`config.mk`:
```
export PLATFORM = sky130hd
export DESIGN_NAME = dtq_row
export DESIGN_NICKNAME = d
export VERILOG_FILES = /design/src/hw/rtl/dtq_pkg.sv /design/src/hw/rtl/dtq_cell.sv /design/src/hw/rtl/dtq_row.sv
export SDC_FILE = /design/constraint.sdc
export NUM_CORES = 2
export LEC_CHECK = 0
export ABC_AREA = 1
export BUFFER_PORTS_ARGS = -buffer_cell sky130_fd_sc_hd__buf_2
export CAP_MARGIN = 0
export CELL_PAD_IN_SITES_DETAIL_PLACEMENT = 0
export CELL_PAD_IN_SITES_GLOBAL_PLACEMENT = 1
export CORE_MARGIN = 2
export CORE_UTILIZATION = 50
export DETAILED_ROUTE_END_ITERATION = 12
export GPL_TIMING_DRIVEN = 0
export PLACE_DENSITY_LB_ADDON = 0.1
export SYNTH_ARGS = -nofsm -noshare
export SYNTH_HDL_FRONTEND = slang
export SYNTH_SLANG_ARGS = --single-unit
```
`constraint.sdc`:
```
create_clock -name clk -period 8.3 [get_ports clk]
set_input_delay 0.415 -clock clk [delete_from_list [all_inputs] [get_ports clk]]
set_output_delay 0.415 -clock clk [all_outputs]
set_load 0.1 [all_outputs]
```
`src/hw/rtl/dtq_pkg.sv`:
```
// ----------------------------------------------------------------------------
// dtq_pkg
// Types, widths and codes shared by the two-class task queue.
// ----------------------------------------------------------------------------
package dtq_pkg;

	// storage and field widths
	localparam int DEPTH = 16;
	localparam int CNT_W = $clog2(DEPTH + 1);
	localparam int SUM_W = (CNT_W + 1 > 5) ? CNT_W + 1 : 5;
	localparam int KEY_W = 32;
	localparam int GEN_W = 32;
	localparam int CAP_W = 5;
	localparam int OP_W  = 2;
	localparam int ST_W  = 3;
	localparam int OCC_W = 5;

	// operation codes
	localparam logic [OP_W-1:0] OP_ENQ    = 2'd0;
	localparam logic [OP_W-1:0] OP_TAKE   = 2'd1;
	localparam logic [OP_W-1:0] OP_CANCEL = 2'd2;
	localparam logic [OP_W-1:0] OP_STOP   = 2'd3;

	// result status codes
	localparam logic [ST_W-1:0] ST_QUEUED    = 3'd0;
	localparam logic [ST_W-1:0] ST_DUP       = 3'd1;
	localparam logic [ST_W-1:0] ST_FULL      = 3'd2;
	localparam logic [ST_W-1:0] ST_STOPPED   = 3'd3;
	localparam logic [ST_W-1:0] ST_TAKEN     = 3'd4;
	localparam logic [ST_W-1:0] ST_EMPTY     = 3'd5;
	localparam logic [ST_W-1:0] ST_CANCELLED = 3'd6;
	localparam logic [ST_W-1:0] ST_STOPDONE  = 3'd7;

	localparam logic [CAP_W-1:0] CAP_RESET = 5'd16;

	typedef struct packed {
		logic [OP_W-1:0]  op;
		logic [KEY_W-1:0] key_tag;
		logic [GEN_W-1:0] generation;
		logic             urgent;
	} req_t;

	typedef struct packed {
		logic [ST_W-1:0]  status;
		logic [KEY_W-1:0] out_key;
		logic [GEN_W-1:0] out_generation;
		logic             out_urgent;
		logic [OCC_W-1:0] dropped;
		logic [OCC_W-1:0] occupancy;
		logic [OCC_W-1:0] peak_occupancy;
	} rsp_t;

	// per-row control, fanned out to every cell of the row
	typedef struct packed {
		logic push;
		logic pop;
		logic mark;
		logic compact;
		logic flush;
	} cell_ctl_t;

	// row status seen by the sequencer
	typedef struct packed {
		logic [CNT_W-1:0] cnt;
		logic             any_hit;
		logic             any_kill;
		logic [KEY_W-1:0] head_key;
		logic [GEN_W-1:0] head_gen;
	} row_stat_t;

endpackage

```
`src/hw/rtl/dtq_cell.sv`:
```
// ----------------------------------------------------------------------------
// dtq_cell
// One queue slot: holds a task, matches it against the current item and
// shifts toward the head on take or while closing a gap during cancel.
// ----------------------------------------------------------------------------
module dtq_cell import dtq_pkg::*; (
	input  logic             clk,
	input  logic             arst_n,
	input  cell_ctl_t        ctl,
	input  logic             live,
	input  logic             sel,
	input  logic [KEY_W-1:0] key_in,
	input  logic [GEN_W-1:0] gen_in,
	input  logic [KEY_W-1:0] nxt_key,
	input  logic [GEN_W-1:0] nxt_gen,
	input  logic             nxt_kill,
	input  logic             chain_in,
	output logic [KEY_W-1:0] key,
	output logic [GEN_W-1:0] gen,
	output logic             kill,
	output logic             chain_out,
	output logic             hit
);

	logic [KEY_W-1:0] key_q;
	logic [GEN_W-1:0] gen_q;
	logic             kill_q;
	logic             hit_q;
	logic             shift;

	// a marked cell at or below this one opens a gap that we close
	assign chain_out = chain_in | kill_q;
	assign shift     = ctl.pop | (ctl.compact & chain_out);

	// slot payload
	always_ff @(posedge clk) begin
		if (shift) begin
			key_q <= nxt_key;
			gen_q <= nxt_gen;
		end else if (ctl.push && sel) begin
			key_q <= key_in;
			gen_q <= gen_in;
		end
	end

	// cancel mark: older generation than the limit
	always_ff @(posedge clk or negedge arst_n) begin
		if (!arst_n) begin
			kill_q <= 1'b0;
		end else if (ctl.mark) begin
			kill_q <= live && (gen_q < gen_in);
		end else if (ctl.flush || ctl.pop) begin
			kill_q <= 1'b0;
		end else if (ctl.compact && chain_out) begin
			kill_q <= nxt_kill;
		end
	end

	// duplicate match, registered to cut the compare from the reduce
	always_ff @(posedge clk) begin
		hit_q <= live && (key_q == key_in) && (gen_q == gen_in);
	end

	assign key  = key_q;
	assign gen  = gen_q;
	assign kill = kill_q;
	assign hit  = hit_q;

endmodule

```
`src/hw/rtl/dtq_row.sv`:
```
// ----------------------------------------------------------------------------
// dtq_row
// One FIFO class: a row of cells with the head at cell zero and a count.
// ----------------------------------------------------------------------------
module dtq_row import dtq_pkg::*; (
	input  logic             clk,
	input  logic             arst_n,
	input  cell_ctl_t        ctl,
	input  logic [KEY_W-1:0] key_in,
	input  logic [GEN_W-1:0] gen_in,
	output row_stat_t        stat
);

	logic [CNT_W-1:0] cnt_q;
	logic [KEY_W-1:0] key_a   [DEPTH];
	logic [GEN_W-1:0] gen_a   [DEPTH];
	logic [DEPTH-1:0] kill_v;
	logic [DEPTH-1:0] chain_v;
	logic [DEPTH-1:0] hit_v;

	// cells, each fed by its upper neighbor
	for (genvar i = 0; i < DEPTH; i++) begin : g_cell
		logic [KEY_W-1:0] nk;
		logic [GEN_W-1:0] ng;
		logic             nkill;
		logic             cin;

		if (i == DEPTH - 1) begin : g_top
			assign nk    = '0;
			assign ng    = '0;
			assign nkill = 1'b0;
		end else begin : g_mid
			assign nk    = key_a[i+1];
			assign ng    = gen_a[i+1];
			assign nkill = kill_v[i+1];
		end

		if (i == 0) begin : g_head
			assign cin = 1'b0;
		end else begin : g_body
			assign cin = chain_v[i-1];
		end

		dtq_cell u_cell (
			.clk       (clk),
			.arst_n    (arst_n),
			.ctl       (ctl),
			.live      (CNT_W'(i) < cnt_q),
			.sel       (CNT_W'(i) == cnt_q),
			.key_in    (key_in),
			.gen_in    (gen_in),
			.nxt_key   (nk),
			.nxt_gen   (ng),
			.nxt_kill  (nkill),
			.chain_in  (cin),
			.key       (key_a[i]),
			.gen       (gen_a[i]),
			.kill      (kill_v[i]),
			.chain_out (chain_v[i]),
			.hit       (hit_v[i])
		);
	end

	// class count
	always_ff @(posedge clk or negedge arst_n) begin
		if (!arst_n) begin
			cnt_q <= '0;
		end else if (ctl.flush) begin
			cnt_q <= '0;
		end else if (ctl.push) begin
			cnt_q <= cnt_q + CNT_W'(1);
		end else if (ctl.pop || (ctl.compact && (|kill_v))) begin
			cnt_q <= cnt_q - CNT_W'(1);
		end
	end

	assign stat.cnt      = cnt_q;
	assign stat.any_hit  = |hit_v;
	assign stat.any_kill = |kill_v;
	assign stat.head_key = key_a[0];
	assign stat.head_gen = gen_a[0];

endmodule

```
Word-level counts from Yosys, hierarchy flattened:

Cells that the tools add are included.

* reduce and logical (&&, ||, !) cells: 118
* equal/unequal tests: 47
* mux-type cells: 111
* $lt $le $gt $ge: 32
* bitwise logic cells: 47
* add/sub/neg operators: 2

Operator list (count)
* 2-to-1 mux 32 bit: 60
* == test 32 bit: 32
* less-than comparator 32 bit: 16
* logical AND 1 bit: 81
* nonzero test 3 bit: 17
* 2-to-1 mux 1 bit: 48
* == test 4 x 5 -> 1 bit (first input constant): 8
* less-than comparator 4 x 5 -> 1 bit (first input constant): 8
* OR reduction 16 bit: 2
* OR 1 bit: 31
* nonzero test 2 bit: 15
* == test 3 x 5 -> 1 bit (first input constant): 4
* less-than comparator 3 x 5 -> 1 bit (first input constant): 4
* bitwise AND 1 bit: 16
* 2-to-1 mux 5 bit: 3
* == test 2 x 5 -> 1 bit (first input constant): 2
* less-than comparator 1 x 5 -> 1 bit (first input constant): 2
* less-than comparator 2 x 5 -> 1 bit (first input constant): 2
* adder 5 x 1 -> 5 bit (second input constant): 1
* == test 1 x 5 -> 1 bit (first input constant): 1
* zero test 5 bit: 1
* subtractor 5 x 1 -> 5 bit (second input constant): 1
* logical OR 1 bit: 2

* bits in registers: 1061
* input bits: 71

Depth between registers and ports, before layout:

* depth after elaboration: 19
* mapped depth: 16

Hierarchy:

Synthesis repeated with hierarchy kept, for this count alone.

* cells, all modules: 7464
* area, all modules: 64793.4 um2

By module, submodules not included
* dtq_cell: cells each 458, instances 16, area each 4001.3 um2
* dtq_row: cells each 136, instances 1, area each 772.0 um2

Worst setup path before layout:

Ideal clock, no wire load.

* path type: register -> register
* start point: reg cnt_q[3]
* end point: reg g_cell[9].u_cell.gen_q[0], enable pin
* buffers on the path: 0
* cell stages (with the launch flop): 5
* data arrival time: 6321 ps
* data required time: 7719 ps
* path slack: 1398 ps
* cell sequence: dfrtp_1 > inv_1 > nor2_1 > nand2_1 > o31ai_1

* cells in the longest elaborated chain, start to end: 3

RTL lines
* start: declaration: RTL line dtq_row.sv:14 `logic [CNT_W-1:0] cnt_q;`
* start signal: assignment: RTL line dtq_row.sv:71 `cnt_q <= cnt_q + CNT_W'(1);`
* start signal: assignment: RTL line dtq_row.sv:73 `cnt_q <= cnt_q - CNT_W'(1);`
* == test 4 x 5 -> 1 bit: RTL line dtq_row.sv:49 `.sel (CNT_W'(i) == cnt_q),`
* logical AND 1 bit: RTL line dtq_cell.sv:40 `end else if (ctl.push && sel) begin`
* nonzero test 2 bit (no line)
* end signal: assignment: RTL line dtq_cell.sv:39 `gen_q <= nxt_gen;`
* end signal: assignment: RTL line dtq_cell.sv:42 `gen_q <= gen_in;`
* end: declaration: RTL line dtq_cell.sv:26 `logic [GEN_W-1:0] gen_q;`

Every way passes these cells.
A chain may end at the register's enable or synchronous reset.

Worst setup path in the final report:

* start point: reg cnt_q[4]
* end point: reg g_cell[13].u_cell.key_q[6], enable pin

* cells in the longest elaborated chain, start to end: 3

RTL lines
* == test 4 x 5 -> 1 bit: RTL line dtq_row.sv:49
* logical AND 1 bit: RTL line dtq_cell.sv:40
* nonzero test 2 bit (no line)
* end signal: assignment: RTL line dtq_cell.sv:38 `key_q <= nxt_key;`
* end signal: assignment: RTL line dtq_cell.sv:41 `key_q <= key_in;`
* end: declaration: RTL line dtq_cell.sv:25 `logic [KEY_W-1:0] key_q;`

Every way passes these cells.

==> flow_summary.yaml <==
run_status:
  outcome: "complete, but fails checks"
  violations_in_the_final_reports: "capacitance limit, slew limit"
synth:
  synth_simple_gate_area_share_pct: 16.25
  postSynthRegisterBits: 1061
  synth_fp_nets: 7188
  synth_enable_flop_cells: 960
  fraction_of_the_mapped_netlist_area_in_compound_gates_pct: 14.66
  synth_most_common_cell: "sky130_fd_sc_hd__nand2_1"
  synth_top_area_cell: "sky130_fd_sc_hd__edfxtp_1"
  synth.lib_cells_used.distinct: 51
  synth-async-reset-ratio_pct: 1.979
  synthMuxAreaShare_pct: 0
  synth.top_cells.by_area: "sky130_fd_sc_hd__edfxtp_1 47%, sky130_fd_sc_hd__nand2_1 11%, sky130_fd_sc_hd__ha_1 11%"
  synth_top_family_by_area: "simple AND/OR/NAND/NOR gates"
  synth-warning-count: 0
  seq_area_frac_synth_pct: 50.57
  synthXorXnorAreaFrac_pct: 3.233
  syn_area_mm2: 0.06122
  ys_dominant_reg_cell: "sky130_fd_sc_hd__edfxtp_1"
  yosys.area.top_type_share_pct: 47.09
  gate_count_of_the_mapped_netlist: 6600
  post_synth_fa_ha_maj_area_fraction_pct: 10.57
  post_synth.cell_area_avg_um2: 9.275
  synth.top_cells.by_count: "1782 x sky130_fd_sc_hd__nand2_1, 960 x sky130_fd_sc_hd__edfxtp_1, 901 x sky130_fd_sc_hd__o21ai_0"
power:
  maximum_vdd_drop_v: 0.0002364
  power.switching_w: 0.007862
  power.sequential.fraction_pct: 43.8
  combinational_power_share_pct: 29.2
  internal_power_w: 0.01313
  power.static_leakage_nw: 28.10
  power.share.clock_pct: 27.0
  power.switching_fraction_pct: 37.45
  power.density_mw_per_mm2: 303.8
final_layout:
  final_area_mm2: 0.06911
  layout-drive-gt1-share_pct: 8.863
  nets: 7516
  syn_to_final_growth_pct: 12.89
  final_cell_count_no_fill: 8660
  fin_util_pct: 56.78
grt:
  pin_count_of_the_biggest_net_entering_global_routing: 50
  grt_pass1_wl_mm: 362.9
  first_global_vias: 50630
  globalRouteTotalUtil_pct: 40.90
  grt-ovfl-total: 0
  antenna_found_initial: 16
clocking:
  cts_setup_buffers: 0
  cts_inserted_buffers: 118
  clock-root-buffer: "sky130_fd_sc_hd__clkbuf_16"
  clkLatencyLatePin_ns: 0.76
  h-tree-depth: 3
  ctsHoldBuffers: 16
  cts_resized: 0
  clock-sinks: 1061
  clockBufferDepth: 3
  cts_tree: "yes"
  path_clk_slew_ns: 0.06
drt:
  drt-wirelength-per-cell_um: 30.11
  routed_via_density: 6.208
  drt_pass1_iterations: 8
  num_vias: 53760
  drtIter0Drc: 7628
  drc: 0
  ant_nets: 0
  drt_wl_total_mm: 260.8
timing:
  skew_ns: 0.03399
  rsz0062_at_grt: "false"
  final-setup-viol-count: 0
  max_slew_margin_pct: -5.663
  drv_slew: 55
  worst_slew_pin_slew_ns: 1.585
  min_period_over_period_pct: 48.08
  setup-tns-final_ns: 0
  achievable-frequency_ghz: 0.2506
  period_needed_ns: 3.991
  report.final.hold_viol_count: 0
  postLayoutSetupSlackWorst_ns: 4.309
floorplanning:
  top_level_ports: 142
  coreArea_mm2: 0.1217
  placementRows: 128
  dieArea_mm2: 0.1252
  effective_utilization_at_floorplan_pct: 50.30
  floorplan.die.height_um: 353.9
  die_x_um: 353.9
place:
  finalWeightedCongestion: 1.061
  pre_cts_ws_ns: 4.257
  placed_cells: 8416
  dpl_cell_area_mm2: 0.06480
  hpwlAfterDp_mm: 202.5
  place.port_buffers: 117
worst_setup_path:
  worstSetupStartpointType: "register"
  crit_chain: "buf_2 -> nor2_1 -> buf_2 -> buf_2 -> nand3_1 -> o211ai_1 -> buf_4 -> buf_4 -> buf_4 -> buf_4 -> buf_4 -> buf_6 -> buf_4"
  data_required_time_of_the_critical_path_ns: 8.74
  critical_path_class: "register to register"
  cp_slowest_cell: "sky130_fd_sc_hd__dfrtp_1"
  worst_setup_path_end_kind: "register"
  crit_path_max_fo: 10
  critPathArrivalTime_ns: 4.43
  cpMostUsedCell: "sky130_fd_sc_hd__buf_4"
  critical_path.top_delay_family: "buffers and inverters"
  cpPeakStageDelay_ns: 0.49
  timing.critical_path.buf_inv: 10
worst_hold_path:
  holdCritPathClass: "primary input to register"
flow_run:
  max_cap_violations: 5
[layout by cell type, fill, tap and decap left out, types with 139 or more instances in the layout]
cell and n:
sky130_fd_sc_hd__a21oi_1 324, sky130_fd_sc_hd__nand4_1 139, sky130_fd_sc_hd__ha_1 517, sky130_fd_sc_hd__buf_2 248
sky130_fd_sc_hd__nand2_1 1782, sky130_fd_sc_hd__clkbuf_1 224, sky130_fd_sc_hd__o21ai_1 231, sky130_fd_sc_hd__o21ai_0 899
sky130_fd_sc_hd__nor2_1 250, sky130_fd_sc_hd__edfxtp_1 960, sky130_fd_sc_hd__inv_1 256
[worst reg2reg max path, cell delays in order (launching register included)]
cell                       delay, ns
sky130_fd_sc_hd__dfrtp_1        0.49
sky130_fd_sc_hd__buf_2          0.25
sky130_fd_sc_hd__nor2_1         0.47
sky130_fd_sc_hd__buf_2          0.39
sky130_fd_sc_hd__buf_2          0.31
sky130_fd_sc_hd__nand3_1        0.17
sky130_fd_sc_hd__o211ai_1       0.22
sky130_fd_sc_hd__buf_4          0.24
sky130_fd_sc_hd__buf_4          0.20
sky130_fd_sc_hd__buf_4          0.20
sky130_fd_sc_hd__buf_4          0.17
sky130_fd_sc_hd__buf_4          0.20
sky130_fd_sc_hd__buf_6          0.18
sky130_fd_sc_hd__buf_4          0.21
[metrics by stage]
step | power, W | hold WS [ns]
after floorplan | 0.01275 | 0.1194
after global placement | 0.01503 | 0.4637
after detailed placement | 0.01517 | 0.4735
after CTS | 0.02077 | 0.01877
after global routing | 0.02186 | 0.06328
final | 0.02099 | 0.05837
[metal layers]
metal | routed length, um | vias up | global-route usage, %
met3 | 29210 | 674 | 9.619
met4 | 16980 | 6 | 23.00
met2 | 109400 | 3311 | 60.23
li1 | - | 23990 | -
met5 | 39 | - | 0
met1 | 105100 | 25780 | 55.56
[cell families (layout without fill, tap and decap cells)]
| kind of cell | after synthesis | after routing |
|---|---|---|
| AO/OA/AOI/OAI | 1682 | 1682 |
| XOR/XNOR | 226 | 226 |
| adder cells (fa/ha/maj) | 517 | 517 |
| buffers and inverters | 687 | 1116 |
| flip-flops | 1061 | 1061 |
| other | 0 | 6 |
| AND/OR/NAND/NOR | 2427 | 2427 |
[power by group through the flow]
| stage | clock network [W] | logic, W | registers, W |
|---|---|---|---|
| after floorplan | 0 | 0.00355 | 0.00920 |
| after detailed placement | 0 | 0.00598 | 0.00919 |
| after CTS | 0.00565 | 0.00602 | 0.00910 |
| after global placement | 0 | 0.00570 | 0.00933 |
| after global routing | 0.00585 | 0.00674 | 0.00927 |
| final | 0.00567 | 0.00613 | 0.00919 |
[sequential cells by signal, summed over array words and instances (netlist names)]
register / cells
g_cell.u_cell.key: 512
g_cell.u_cell.hit: 16
cnt_q: 5
g_cell.u_cell.gen: 512
g_cell.u_cell.kill: 16
[final timing paths]
| path | from | end | slack [ns] | depth (start not counted) |
|---|---|---|---|---|
| max in group asynchronous | arst_n | g_cell[0].u_cell.kill | 7.62 | 2 |
| worst min-delay path | gen_in[15] | g_cell[15].u_cell.gen[15] | 0.06 | 3 |
| worst max register to register | cnt_q[4] | g_cell[13].u_cell.key[6] | 4.31 | 13 |
| min in group asynchronous | arst_n | cnt_q[2] | 0.25 | 2 |
| worst max-delay path | cnt_q[4] | g_cell[13].u_cell.key[6] | 4.31 | 13 |
| worst min register to register | g_cell[15].u_cell.gen[30] | g_cell[15].u_cell.gen[30] | 0.49 | 2 |
[cell type report]
type / instances / area, um2
Buffer: 413 / 1908
Inverter: 274 / 1028
Clock buffer: 152 / 3288
Tap cell: 1625 / 2033
Clock inverter: 69 / 829.5
Multi-Input combinational cell: 4852 / 27470
Sequential cell: 1061 / 30950
Fill cell: 11030 / 52610
Timing Repair Buffer: 208 / 1584
Antenna cell: 6 / 15.01
(Power assumes the default switching activity.)
